File: src/ncwh_pkg.sv
// shared constants, codes and types for the nearest-centroid word histogram
`timescale 1ns / 1ps

package ncwh_pkg;

  localparam int DEF_MAX_WORDS  = 64;
  localparam int DEF_DIMS       = 128;
  localparam int DEF_COUNT_BITS = 16;

  localparam int OP_W        = 2;
  localparam int WIDX_W      = 6;
  localparam int DIDX_W      = 7;
  localparam int ELEM_W      = 16;
  localparam int FEAT_W      = 8;
  localparam int WORD_W      = 6;
  localparam int HIT_W       = 16;
  localparam int TOTAL_W     = 22;
  localparam int FREQ_W      = 16;
  localparam int NUM_WORDS_W = 7;
  localparam int SQ_W        = 32;
  localparam int DIV_CNT_W   = 4;

  localparam logic [NUM_WORDS_W-1:0] NUM_WORDS_RST = 7'd50;
  localparam logic [FREQ_W-1:0]      FREQ_MAX      = 16'hFFFF;

  typedef enum logic [OP_W-1:0] {
    OP_CB_WRITE  = 2'd0,
    OP_FEATURE   = 2'd1,
    OP_END_IMAGE = 2'd2
  } op_t;

  typedef enum logic [1:0] {
    SR_IDLE,
    SR_RUN,
    SR_DRAIN,
    SR_FIN
  } srch_state_t;

  typedef enum logic [2:0] {
    H_IDLE,
    H_INC,
    H_SUM,
    H_LOAD,
    H_DIV,
    H_OUT
  } hist_state_t;

  typedef struct packed {
    logic cb_we;
    logic fb_we;
    logic start;
  } srch_ctl_t;

  typedef struct packed {
    logic busy;
    logic done;
  } srch_stat_t;

  typedef struct packed {
    logic inc;
    logic report;
  } hist_ctl_t;

endpackage

File: src/ncwh_if.sv


interface ncwh_out_if import ncwh_pkg::*; ();
  logic               valid;
  logic               ready;
  logic [WORD_W-1:0]  word;
  logic [HIT_W-1:0]   hit_count;
  logic [TOTAL_W-1:0] total_count;
  logic [FREQ_W-1:0]  frequency;
  logic               last_bin;

  modport source (output valid, word, hit_count, total_count, frequency, last_bin,
                  input ready);
  modport sink   (input valid, word, hit_count, total_count, frequency, last_bin,
                  output ready);
endinterface

File: src/ncwh_hist.sv
// histogram memory with saturating update, totals and serial frequency divide
`timescale 1ns / 1ps

module ncwh_hist import ncwh_pkg::*; #(
  parameter int MAX_WORDS  = DEF_MAX_WORDS,
  parameter int COUNT_BITS = DEF_COUNT_BITS,
  localparam int WA_W      = $clog2(MAX_WORDS),
  localparam int NW_W      = $clog2(MAX_WORDS + 1)
) (
  input  logic            clk,
  input  logic            rst_n,
  input  hist_ctl_t       ctl,
  input  logic [WA_W-1:0] inc_word,
  input  logic [NW_W-1:0] n_words,
  output logic            busy,
  ncwh_out_if.source      out_ch
);

  localparam int TOT_W      = COUNT_BITS + WA_W;
  localparam int CNT_EXT_W  = (COUNT_BITS > HIT_W) ? COUNT_BITS : HIT_W;
  localparam int TOT_EXT_W  = (TOT_W > TOTAL_W) ? TOT_W : TOTAL_W;
  localparam int WORD_EXT_W = (WA_W > WORD_W) ? WA_W : WORD_W;

  hist_state_t state_r, state_nxt;

  logic [COUNT_BITS-1:0] hist_mem [MAX_WORDS];
  logic                  hv_r [MAX_WORDS];

  logic [WA_W-1:0]       rd_addr;
  logic [COUNT_BITS-1:0] rd_q_r;
  logic                  rv_q_r;
  logic [COUNT_BITS-1:0] cur_cnt;

  logic [NW_W-1:0]       ptr_r;
  logic [WA_W-1:0]       widx_r;
  logic [TOT_W-1:0]      total_r;
  logic [COUNT_BITS-1:0] cnt_r;
  logic [TOT_W-1:0]      rem_r;
  logic [FREQ_W-1:0]     q_r;
  logic [DIV_CNT_W-1:0]  bit_r;

  logic                  sum_done, last_word, out_take, quick;
  logic [TOT_W:0]        rem2;
  logic [CNT_EXT_W-1:0]  cnt_ext;
  logic [TOT_EXT_W-1:0]  tot_ext;
  logic [WORD_EXT_W-1:0] word_ext;

  assign cur_cnt   = rv_q_r ? rd_q_r : '0;
  assign sum_done  = (ptr_r == n_words);
  assign last_word = ((ptr_r + NW_W'(1)) == n_words);
  assign out_take  = (state_r == H_OUT) && out_ch.ready;
  assign quick     = (total_r == '0) || (TOT_W'(cur_cnt) == total_r);
  assign rem2      = {rem_r, 1'b0};

  // next state
  always_comb begin
    state_nxt = state_r;
    case (state_r)
      H_IDLE: begin
        if (ctl.report) begin
          state_nxt = H_SUM;
        end else if (ctl.inc) begin
          state_nxt = H_INC;
        end
      end
      H_INC:  state_nxt = H_IDLE;
      H_SUM:  if (sum_done) state_nxt = H_LOAD;
      H_LOAD: state_nxt = quick ? H_OUT : H_DIV;
      H_DIV:  if (bit_r == DIV_CNT_W'(FREQ_W - 1)) state_nxt = H_OUT;
      H_OUT: begin
        if (out_ch.ready) begin
          state_nxt = last_word ? H_IDLE : H_LOAD;
        end
      end
      default: state_nxt = H_IDLE;
    endcase
  end

  // outputs
  always_comb begin
    busy         = (state_r != H_IDLE);
    out_ch.valid = (state_r == H_OUT);
    case (state_r)
      H_IDLE:  rd_addr = ctl.report ? '0 : inc_word;
      H_SUM:   rd_addr = sum_done ? '0 : ptr_r[WA_W-1:0];
      H_OUT:   rd_addr = WA_W'(ptr_r + NW_W'(1));
      default: rd_addr = ptr_r[WA_W-1:0];
    endcase
  end

  assign cnt_ext  = CNT_EXT_W'(cnt_r);
  assign tot_ext  = TOT_EXT_W'(total_r);
  assign word_ext = WORD_EXT_W'(ptr_r);

  assign out_ch.word        = word_ext[WORD_W-1:0];
  assign out_ch.hit_count   = cnt_ext[HIT_W-1:0];
  assign out_ch.total_count = tot_ext[TOTAL_W-1:0];
  assign out_ch.frequency   = q_r;
  assign out_ch.last_bin    = last_word;

  always_ff @(posedge clk) begin
    if (!rst_n) begin
      state_r <= H_IDLE;
    end else begin
      state_r <= state_nxt;
    end
  end

  always_ff @(posedge clk) begin
    if ((state_r == H_INC) && (cur_cnt != '1)) begin
      hist_mem[widx_r] <= cur_cnt + COUNT_BITS'(1);
    end else if (state_r == H_INC) begin
      hist_mem[widx_r] <= cur_cnt;
    end
    rd_q_r <= hist_mem[rd_addr];
    rv_q_r <= hv_r[rd_addr];
  end

  // bin valid bits, cleared at once after the last word goes out
  always_ff @(posedge clk) begin
    if (!rst_n) begin
      for (int i = 0; i < MAX_WORDS; i++) hv_r[i] <= 1'b0;
    end else if (out_take && last_word) begin
      for (int i = 0; i < MAX_WORDS; i++) hv_r[i] <= 1'b0;
    end else if (state_r == H_INC) begin
      hv_r[widx_r] <= 1'b1;
    end
  end

  always_ff @(posedge clk) begin
    case (state_r)
      H_IDLE: begin
        widx_r <= inc_word;
        if (ctl.report) begin
          ptr_r   <= NW_W'(1);
          total_r <= '0;
        end
      end
      H_SUM: begin
        total_r <= total_r + TOT_W'(cur_cnt);
        ptr_r   <= sum_done ? '0 : (ptr_r + NW_W'(1));
      end
      H_LOAD: begin
        cnt_r <= cur_cnt;
        rem_r <= TOT_W'(cur_cnt);
        bit_r <= '0;
        q_r   <= (total_r == '0) ? '0 : (quick ? FREQ_MAX : '0);
      end
      H_DIV: begin
        bit_r <= bit_r + DIV_CNT_W'(1);
        if (rem2 >= {1'b0, total_r}) begin
          rem_r <= TOT_W'(rem2 - {1'b0, total_r});
          q_r   <= {q_r[FREQ_W-2:0], 1'b1};
        end else begin
          rem_r <= rem2[TOT_W-1:0];
          q_r   <= {q_r[FREQ_W-2:0], 1'b0};
        end
      end
      H_OUT: begin
        if (out_ch.ready && !last_word) begin
          ptr_r <= ptr_r + NW_W'(1);
        end
      end
      default: begin
      end
    endcase
  end

endmodule

File: src/flat_wrapper.sv
// flat-port wrapper written by rule: the top's interface ports become plain ports
module ncwh_hist_flat import ncwh_pkg::*;
#(
  parameter int MAX_WORDS  = DEF_MAX_WORDS,
  parameter int COUNT_BITS = DEF_COUNT_BITS,
  localparam int WA_W      = $clog2(MAX_WORDS),
  localparam int NW_W      = $clog2(MAX_WORDS + 1)
)
  (clk, rst_n, ctl, inc_word, n_words, busy, out_ch_valid, out_ch_word, out_ch_hit_count, out_ch_total_count, out_ch_frequency, out_ch_last_bin, out_ch_ready);
  ncwh_out_if out_ch_i ();
  input  logic clk;
  input  logic rst_n;
  input  hist_ctl_t ctl;
  input  logic [WA_W-1:0] inc_word;
  input  logic [NW_W-1:0] n_words;
  output logic busy;
  output wire logic [$bits(out_ch_i.valid)-1:0] out_ch_valid;
  output wire logic [$bits(out_ch_i.word)-1:0] out_ch_word;
  output wire logic [$bits(out_ch_i.hit_count)-1:0] out_ch_hit_count;
  output wire logic [$bits(out_ch_i.total_count)-1:0] out_ch_total_count;
  output wire logic [$bits(out_ch_i.frequency)-1:0] out_ch_frequency;
  output wire logic [$bits(out_ch_i.last_bin)-1:0] out_ch_last_bin;
  input wire logic [$bits(out_ch_i.ready)-1:0] out_ch_ready;
  assign out_ch_valid = out_ch_i.valid;
  assign out_ch_word = out_ch_i.word;
  assign out_ch_hit_count = out_ch_i.hit_count;
  assign out_ch_total_count = out_ch_i.total_count;
  assign out_ch_frequency = out_ch_i.frequency;
  assign out_ch_last_bin = out_ch_i.last_bin;
  assign out_ch_i.ready = out_ch_ready;
  ncwh_hist #(.MAX_WORDS(MAX_WORDS), .COUNT_BITS(COUNT_BITS)) u_core (.clk(clk), .rst_n(rst_n), .ctl(ctl), .inc_word(inc_word), .n_words(n_words), .busy(busy), .out_ch(out_ch_i));
endmodule
File: config.mk
export PLATFORM = sky130hd
export DESIGN_NAME = ncwh_hist_flat
export DESIGN_NICKNAME = d
export VERILOG_FILES = /design/src/ncwh_pkg.sv /design/src/ncwh_if.sv /design/src/ncwh_hist.sv /design/src/flat_wrapper.sv
export SDC_FILE = /design/constraint.sdc
export NUM_CORES = 1
export LEC_CHECK = 0
export BUFFER_PORTS_ARGS = -buffer_cell sky130_fd_sc_hd__buf_2
export CELL_PAD_IN_SITES_DETAIL_PLACEMENT = 1
export CELL_PAD_IN_SITES_GLOBAL_PLACEMENT = 1
export CORE_MARGIN = 4
export CORE_UTILIZATION = 58
export CTS_BUF_LIST = sky130_fd_sc_hd__clkbuf_4 sky130_fd_sc_hd__clkbuf_8
export DETAILED_ROUTE_END_ITERATION = 10
export PLACE_DENSITY_LB_ADDON = 0.2
export SYNTH_ARGS = -nofsm -noshare
export SYNTH_HDL_FRONTEND = slang
export SYNTH_SLANG_ARGS = --single-unit
File: constraint.sdc
create_clock -name clk -period 9.99 [get_ports clk]
set_clock_uncertainty 0.15 [all_clocks]
set_input_delay 0 -clock clk [delete_from_list [all_inputs] [get_ports clk]]
set_output_delay 0 -clock clk [all_outputs]
set_load 0.02 [all_outputs]
==> metrics.yaml, run 1 <==
run_status:
  outcome: "complete, no violations"
sta:
  fin_crit_sh_pct: 58.75
  fin_setup_tns_ps: 0
  slew_violations: 0
  tightest_slew_ps: 1297
  period_needed_ps: 5869
  max_freq_mhz: 170.4
  setup_violations: 0
  grt_setup_unrepaired: "false"
  finalHoldViolCount: 0
  slew-limit-headroom_pct: 13.52
power:
  power.share.combinational_pct: 21.0
  switching_power_mw: 4.344
  p_total_mw: 13.36
  intPower_mw: 9.019
  leakagePower_nw: 20.15
  power_density_mw_per_mm2: 237.8
  vdd_drop_max_mv: 0.1923
  switching_share_pct: 32.51
  seq_power_share_pct: 46.7
  clkPwrFrac_pct: 32.3
yosys:
  seq_area_frac_synth_pct: 70.08
  synth.avg_cell_area_um2: 12.53
  synth-seq-cells: 1201
  synth_edf_count: 1117
  syn_nets: 4072
  netlist_area_mm2: 0.05026
  ys_types: 76
  ys.flop_type: "edfxtp_1"
  ys_warn_count: 0
  netlist_instances: 4011
  synthArstFlopShare_pct: 0
global_routing:
  grt_overflow: 0
  antenna_found_initial: 14
  grt_pass1_wl_mm: 245.4
  grt_pass1_vias: 38210
  grt_max_degree: 158
  grtUsageTotal_pct: 36.59
detailed_routing:
  viasPerCell: 6.591
  vias: 36130
  drt-initial-drc-count: 4615
  drcViolationCount: 0
  drt_pass1_iterations: 6
  totalWireLength_mm: 166.5
  ant_nets: 0
  route.detailed.wl_per_inst_um: 30.37
min_path:
  hp-class: "in2reg"
  hold_path_depth: 6
  hold_start: "n_words[4]"
clock_tree:
  clock_latency_ps: 880
  cts_tree: "yes"
  cts-root-buf: "clkbuf_8"
  clkTransAtPathRegs_ps: 60
  htree_num_levels: 4
  cts-buffers-inserted: 191
  cts_setup_buffers: 0
  clkSinkCount: 1201
  cts_buffer_depth: 3
setup_path:
  slowest_delay_ps: 730
  path_buf_inv: 2
  critPathSlowestCell: "dfxtp_1"
  r2r_start: "u_core.state_r[0]$_SDFFE_PN0P_"
  worst-path-stages: 11
  crit_type: "reg2reg"
  cp_data_arrival_time_ps: 6470
  rr_worst_depth: 11
  crit_chain: "nand2b_1 > xor2_1 > a22o_1 > buf_4 > nand2_4 > buf_4 > a211oi_1 > a31oi_1 > a22oi_1 > nand4_1 > or3_1"
  critPathLaunch: "u_core.state_r[0]$_SDFFE_PN0P_"
  crit_path_start_kind: "flip-flop"
  cp_max_fo: 90
  critPathRequiredTime_ps: 10590
  critPathTopFamily: "simple AND/OR/NAND/NOR gates"
  crit_path_end_kind: "flip-flop"
  cpMostUsedCell: "buf_4"
place:
  hpwlAfterDp_mm: 97.04
  io_buffers: 80
  finalWeightedCongestion: 0.8668
cells_and_area:
  fillers: 8285
  final_common_cell: "edfxtp_1"
  final_cell_mix: "1,117 x edfxtp_1, 886 x nand2_1, 515 x nand3_1, 204 x clkbuf_8, 125 x nor2_1"
  multiInputGateArea_mm2: 0.01397
  drive_gt1_share_pct: 13.66
  area_growth_pct: 11.80
  regArea_mm2: 0.03522
  nets: 4229
floorplanning:
  dieArea_mm2: 0.09143
  initial_core_util_pct: 58.75
  std_cell_rows: 107
  core_area_mm2: 0.08555
  dieHeight_um: 302.4
  die_x_um: 302.4
  ios: 81
run:
  drv_cap: 0
-- through the flow --
stage	hold WS [ps]	utilization (%)	area [µm²]	cells	setup WS [ps]
after detailed placement	83.62	60.86	52070	5098	4469
final	148.0	65.69	56200	5482	4121
after CTS	1.350	65.67	56180	5477	4348
after global routing	226.0	65.68	56190	5478	3977
after global placement	97.53	60.86	52070	5098	4584
after floorplan	-51.13	-	50260	4011	4591
-- state kept, by name, summed over array words and instances, names as in the netlist --
register and flops:
u_core.out_ch.hit_count 16, u_core.hist_mem 1024, u_core.rd_q_r 16, u_core.rv_q_r 1, u_core.state_r 3, u_core.out_ch.total_count 22, u_core.ptr_r 7, u_core.out_ch.frequency 16
u_core.bit_r 4, u_core.rem_r 22, u_core.hv_r 64, u_core.widx_r 6
-- synth_stat cells, drive strengths merged, types with 3 or more instances --
cell / n / area [µm²]
xnor2: 36 / 315.3
and3: 63 / 394.1
o21ai: 32 / 160.2
nand2b: 4 / 25.02
mux4: 3 / 71.32
a22oi: 18 / 135.1
or3: 29 / 181.4
or2: 6 / 37.54
a21o: 30 / 225.2
buf: 131 / 718.2
nor4: 21 / 173.9
nor3: 24 / 167.7
o31ai: 3 / 22.52
mux2i: 82 / 820.8
clkbuf: 118 / 442.9
a21boi: 3 / 22.52
or3b: 5 / 43.79
nand2: 890 / 3346
nor2: 142 / 555.5
a21oi: 123 / 615.6
ha: 41 / 513.0
o21a: 7 / 52.55
inv: 44 / 165.2
nand3: 516 / 2582
nand3b: 11 / 82.58
a31oi: 73 / 486.7
edfxtp: 1117 / 33540
a221o: 5 / 50.05
a32oi: 52 / 455.4
nand4: 60 / 375.4
o21bai: 4 / 30.03
xor2: 25 / 234.0
and2: 26 / 162.7
mux2: 3 / 33.78
nor2b: 76 / 475.5
a211oi: 70 / 530.5
dfxtp: 84 / 1682
a31o: 6 / 52.56
-- final cells by class --
| cell class | count | share of cell area, % |
|---|---|---|
| Sequential cell | 1201 | 62.68 |
| Multi-Input combinational cell | 2517 | 24.85 |
| Clock buffer | 292 | 6.172 |
| Timing Repair Buffer | 213 | 2.650 |
| Tap cell | 1144 | 2.547 |
| Clock inverter | 66 | 0.7793 |
| Inverter | 44 | 0.2939 |
| Antenna cell | 5 | 0.02227 |
-- worst register-to-register path, delay by kind of cell (launching register included) --
family                 cells  cell delay [ps]
AO/OA/AOI/OAI              4             1310
AND/OR/NAND/NOR            4             2060
flip-flops                 1              730
XOR/XNOR                   1              310
buffers and inverters      2             1190
-- what timing repair did --
| item | in CTS | in global routing |
|---|---|---|
| resized for setup | 0 | 0 |
| hold buffers | 21 | 0 |
| endpoints found under the hold margin | 103 | 0 |
-- power groups by stage --
stage	sequential, mW	clock, mW	combinational [mW]
after floorplan	6.23	0	1.66
after detailed placement	6.32	0	2.72
after global routing	6.23	4.61	2.99
after global placement	6.31	0	2.58
final	6.24	4.32	2.81
after CTS	6.21	4.34	2.75
-- kinds of logic (layout without fill, tap and decap cells) --
family                   count (synthesis)  after routing  share of synthesized area, %
XOR/XNOR                                61             61                         1.093
multiplexers                            88             88                         1.842
other                                    0              5                             0
adder cells (fa/ha/maj)                 43             43                         1.100
flip-flops                            1201           1201                         70.08
AND/OR/NAND/NOR                       1882           1882                         17.27
buffers and inverters                  293            615                         2.639
AO/OA/AOI/OAI                          443            443                         5.977
-- routing by layer --
layer / wire length [µm] / vias up / global-route usage (%)
met5: 167 / - / 0
met4: 9354 / 18 / 19.04
met3: 17500 / 512 / 9.546
met2: 78930 / 2200 / 59.07
met1: 60540 / 18280 / 46.01
li1: - / 15120 / -
-- final timing paths --
check,to,slack [ps]
setup / recovery,u_core.rd_q_r[0]$_DFF_P_,4120
hold / removal,u_core.ptr_r[0]$_DFFE_PP_,150
setup reg to reg,u_core.rd_q_r[0]$_DFF_P_,4120
hold reg to reg,u_core.hv_r[21]$_DFF_P_,360
Power figures use the tool's default switching activity.
==> inputs of run 2 (changes only) <==
--- a/config.mk
+++ b/config.mk
@@ -9,7 +9,7 @@
 export CELL_PAD_IN_SITES_DETAIL_PLACEMENT = 1
 export CELL_PAD_IN_SITES_GLOBAL_PLACEMENT = 1
 export CORE_MARGIN = 4
-export CORE_UTILIZATION = 58
+export CORE_UTILIZATION = 49
 export CTS_BUF_LIST = sky130_fd_sc_hd__clkbuf_4 sky130_fd_sc_hd__clkbuf_8
 export DETAILED_ROUTE_END_ITERATION = 10
 export PLACE_DENSITY_LB_ADDON = 0.2
==> constraint.sdc (replaced) <==
create_clock -name clk -period 5.1 [get_ports clk]
set_clock_uncertainty 0.15 [all_clocks]
set_input_delay 0 -clock clk [delete_from_list [all_inputs] [get_ports clk]]
set_output_delay 0 -clock clk [all_outputs]
set_load 0.02 [all_outputs]
==> run 2 against run 1 <==
  * Setup slack lost 4100 ps
  * Global-route usage decreased by 6.9 points
  * Fmax increased by 16%
  * Via count is 2.4% lower
  * Cell count up 5.4%
  * First-iteration DRC count fell by 12%
  * Design area grew 2.0%
  * Highest routed layer is now met4
==> metrics.yaml, run 2 (synthesis results as in run 1) <==
place:
  place_area_mm2: 0.05308
  hpwlAfterDp_mm: 99.99
  io_buffers: 80
  finalWeightedCongestion: 0.8669
clock_tree:
  cts-buffers-inserted: 194
  cts_setup_buffers: 0
  ctsResizeCount: 0
  clock_latency_ps: 900
  clkTransAtPathRegs_ps: 60
  cts_buffer_depth: 3
  cts_tree: "yes"
  hold_buffers: 25
  clkSinkCount: 1201
  cts-root-buf: "clkbuf_8"
  htree_num_levels: 4
floorplanning:
  core_area_mm2: 0.1017
  std_cell_rows: 117
  ios: 81
  dieArea_mm2: 0.1078
  dieHeight_um: 328.3
  die_x_um: 328.3
  initial_core_util_pct: 49.40
setup_path:
  critPathLaunch: "u_core.state_r[1]$_SDFFE_PN0P_"
  crit_type: "reg2reg"
  r2r_end: "u_core.rd_q_r[5]$_DFF_P_"
  r2r_start: "u_core.state_r[1]$_SDFFE_PN0P_"
  crit_chain: "nand2b_1 > xor2_1 > a22o_1 > and2_4 > buf_12 > mux2i_1 > a211oi_1 > a31oi_1 > nand4_1 > or3_1"
  rr_worst_depth: 10
  critPathRequiredTime_ps: 5690
  crit_path_start_kind: "flip-flop"
  critPathSlowestCell: "dfxtp_1"
  cp_data_arrival_time_ps: 5640
  crit_path_end_kind: "flip-flop"
  critPathCapture: "u_core.rd_q_r[5]$_DFF_P_"
  rrSetupSlack_ps: 50
  cp_max_fo: 57
  slowest_delay_ps: 700
cells_and_area:
  finalInstanceArea_mm2: 0.05733
  final_common_cell: "edfxtp_1"
  reg_top3: "u_core.hist_mem: 1024 flops, u_core.hv_r: 64 flops"
  top_register: "u_core.hist_mem"
  final_cell_mix: "1,117 x edfxtp_1, 886 x nand2_1, 515 x nand3_1, 212 x clkbuf_8, 148 x buf_4"
  area_growth_pct: 14.06
  nets: 4297
  drive_gt1_share_pct: 15.16
  largest_reg_flops: 1024
sta:
  fin_setup_tns_ps: 0
  grt_setup_unrepaired: "false"
  slew_violations: 0
  setup_violations: 0
  period_needed_ps: 5048
  finalHoldViolCount: 0
  max_freq_mhz: 198.1
  slew-limit-headroom_pct: 10.88
  tightest_slew_ps: 1327
  fin_crit_sh_pct: 98.97
detailed_routing:
  route.detailed.wl_per_inst_um: 27.78
  totalWireLength_mm: 160.5
  drt_pass1_iterations: 8
  drt-initial-drc-count: 4048
  vias: 35260
  ant_nets: 0
  viasPerCell: 6.103
  drcViolationCount: 0
power:
  leakagePower_nw: 20.58
  vdd_drop_max_mv: 0.2263
  p_total_mw: 26.38
  power_density_mw_per_mm2: 460.2
run:
  drv_cap: 0
min_path:
  hp-class: "in2reg"
global_routing:
  grt_max_degree: 82
  grt_pass1_wl_mm: 236.4
  grt_overflow: 0
  grtUsageTotal_pct: 29.65
  grt_pass1_vias: 35660
  antenna_found_initial: 7
run_status:
  outcome: "complete, no violations"
## run 2: routing by layer
metal | vias to the layer above | GRT usage [%] | routed length (µm)
li1 | 15270 | - | -
met1 | 18110 | 41.91 | 66080
met2 | 1563 | 46.81 | 75230
met3 | 311 | 4.785 | 13430
met4 | 0 | 10.99 | 5768
met5 | - | 0 | 0
## run 2: cell type report
class / count / area, µm²
fill: 10230 / 44410
sequential: 1201 / 35220
multi-input combinational: 2517 / 13970
clock buffer: 303 / 3601
timing repair buffer: 278 / 2262
tap: 1368 / 1712
clock inverter: 63 / 386.6
inverter: 44 / 165.2
antenna: 4 / 10.01
## run 2: report_power, final
group	switching, mW	total [mW]	internal (mW)	leakage [nW]
clock network	3.91	8.51	4.61	2.13
logic	4.22	5.83	1.61	7.47
registers	0.265	12.0	11.8	11.0
total	8.39	26.4	18.0	20.6
## run 2: worst max-delay path: cells and delay by family, from the launching register on
family / cells / cell delay, ps
xor+xnor: 1 / 190
simple gates: 4 / 2090
compound gates: 3 / 850
buf+inv: 1 / 350
flops: 1 / 700
mux: 1 / 440
## run 2: worst min path at each step
| stage | startpoint | endpoint | slack [ps] | cells after the start |
|---|---|---|---|---|
| after floorplan | inc_word[0] | u_core.widx_r[0]$_DFFE_PP_ | -50 | 0 |
| after global placement | inc_word[1] | u_core.widx_r[1]$_DFFE_PP_ | 60 | 1 |
| after CTS | rst_n | u_core.hv_r[36]$_DFF_P_ | 110 | 3 |
| final | rst_n | u_core.hv_r[36]$_DFF_P_ | 160 | 3 |
| after global routing | rst_n | u_core.hv_r[36]$_DFF_P_ | 150 | 3 |
| after detailed placement | inc_word[1] | u_core.widx_r[1]$_DFFE_PP_ | 60 | 1 |
## run 2: stage by stage
step	hold slack [ps]	setup WS, ps	instances	util, %
2_1_floorplan	-51.13	176.2	4011	-
3_3_place_gp	60.52	393.6	5383	52.17
3_5_place_dp	58.68	328.4	5383	52.17
4_1_cts	112.2	277.9	5774	56.34
5_1_grt	150.1	26.60	5775	56.34
6_report	158.0	52.43	5778	56.35
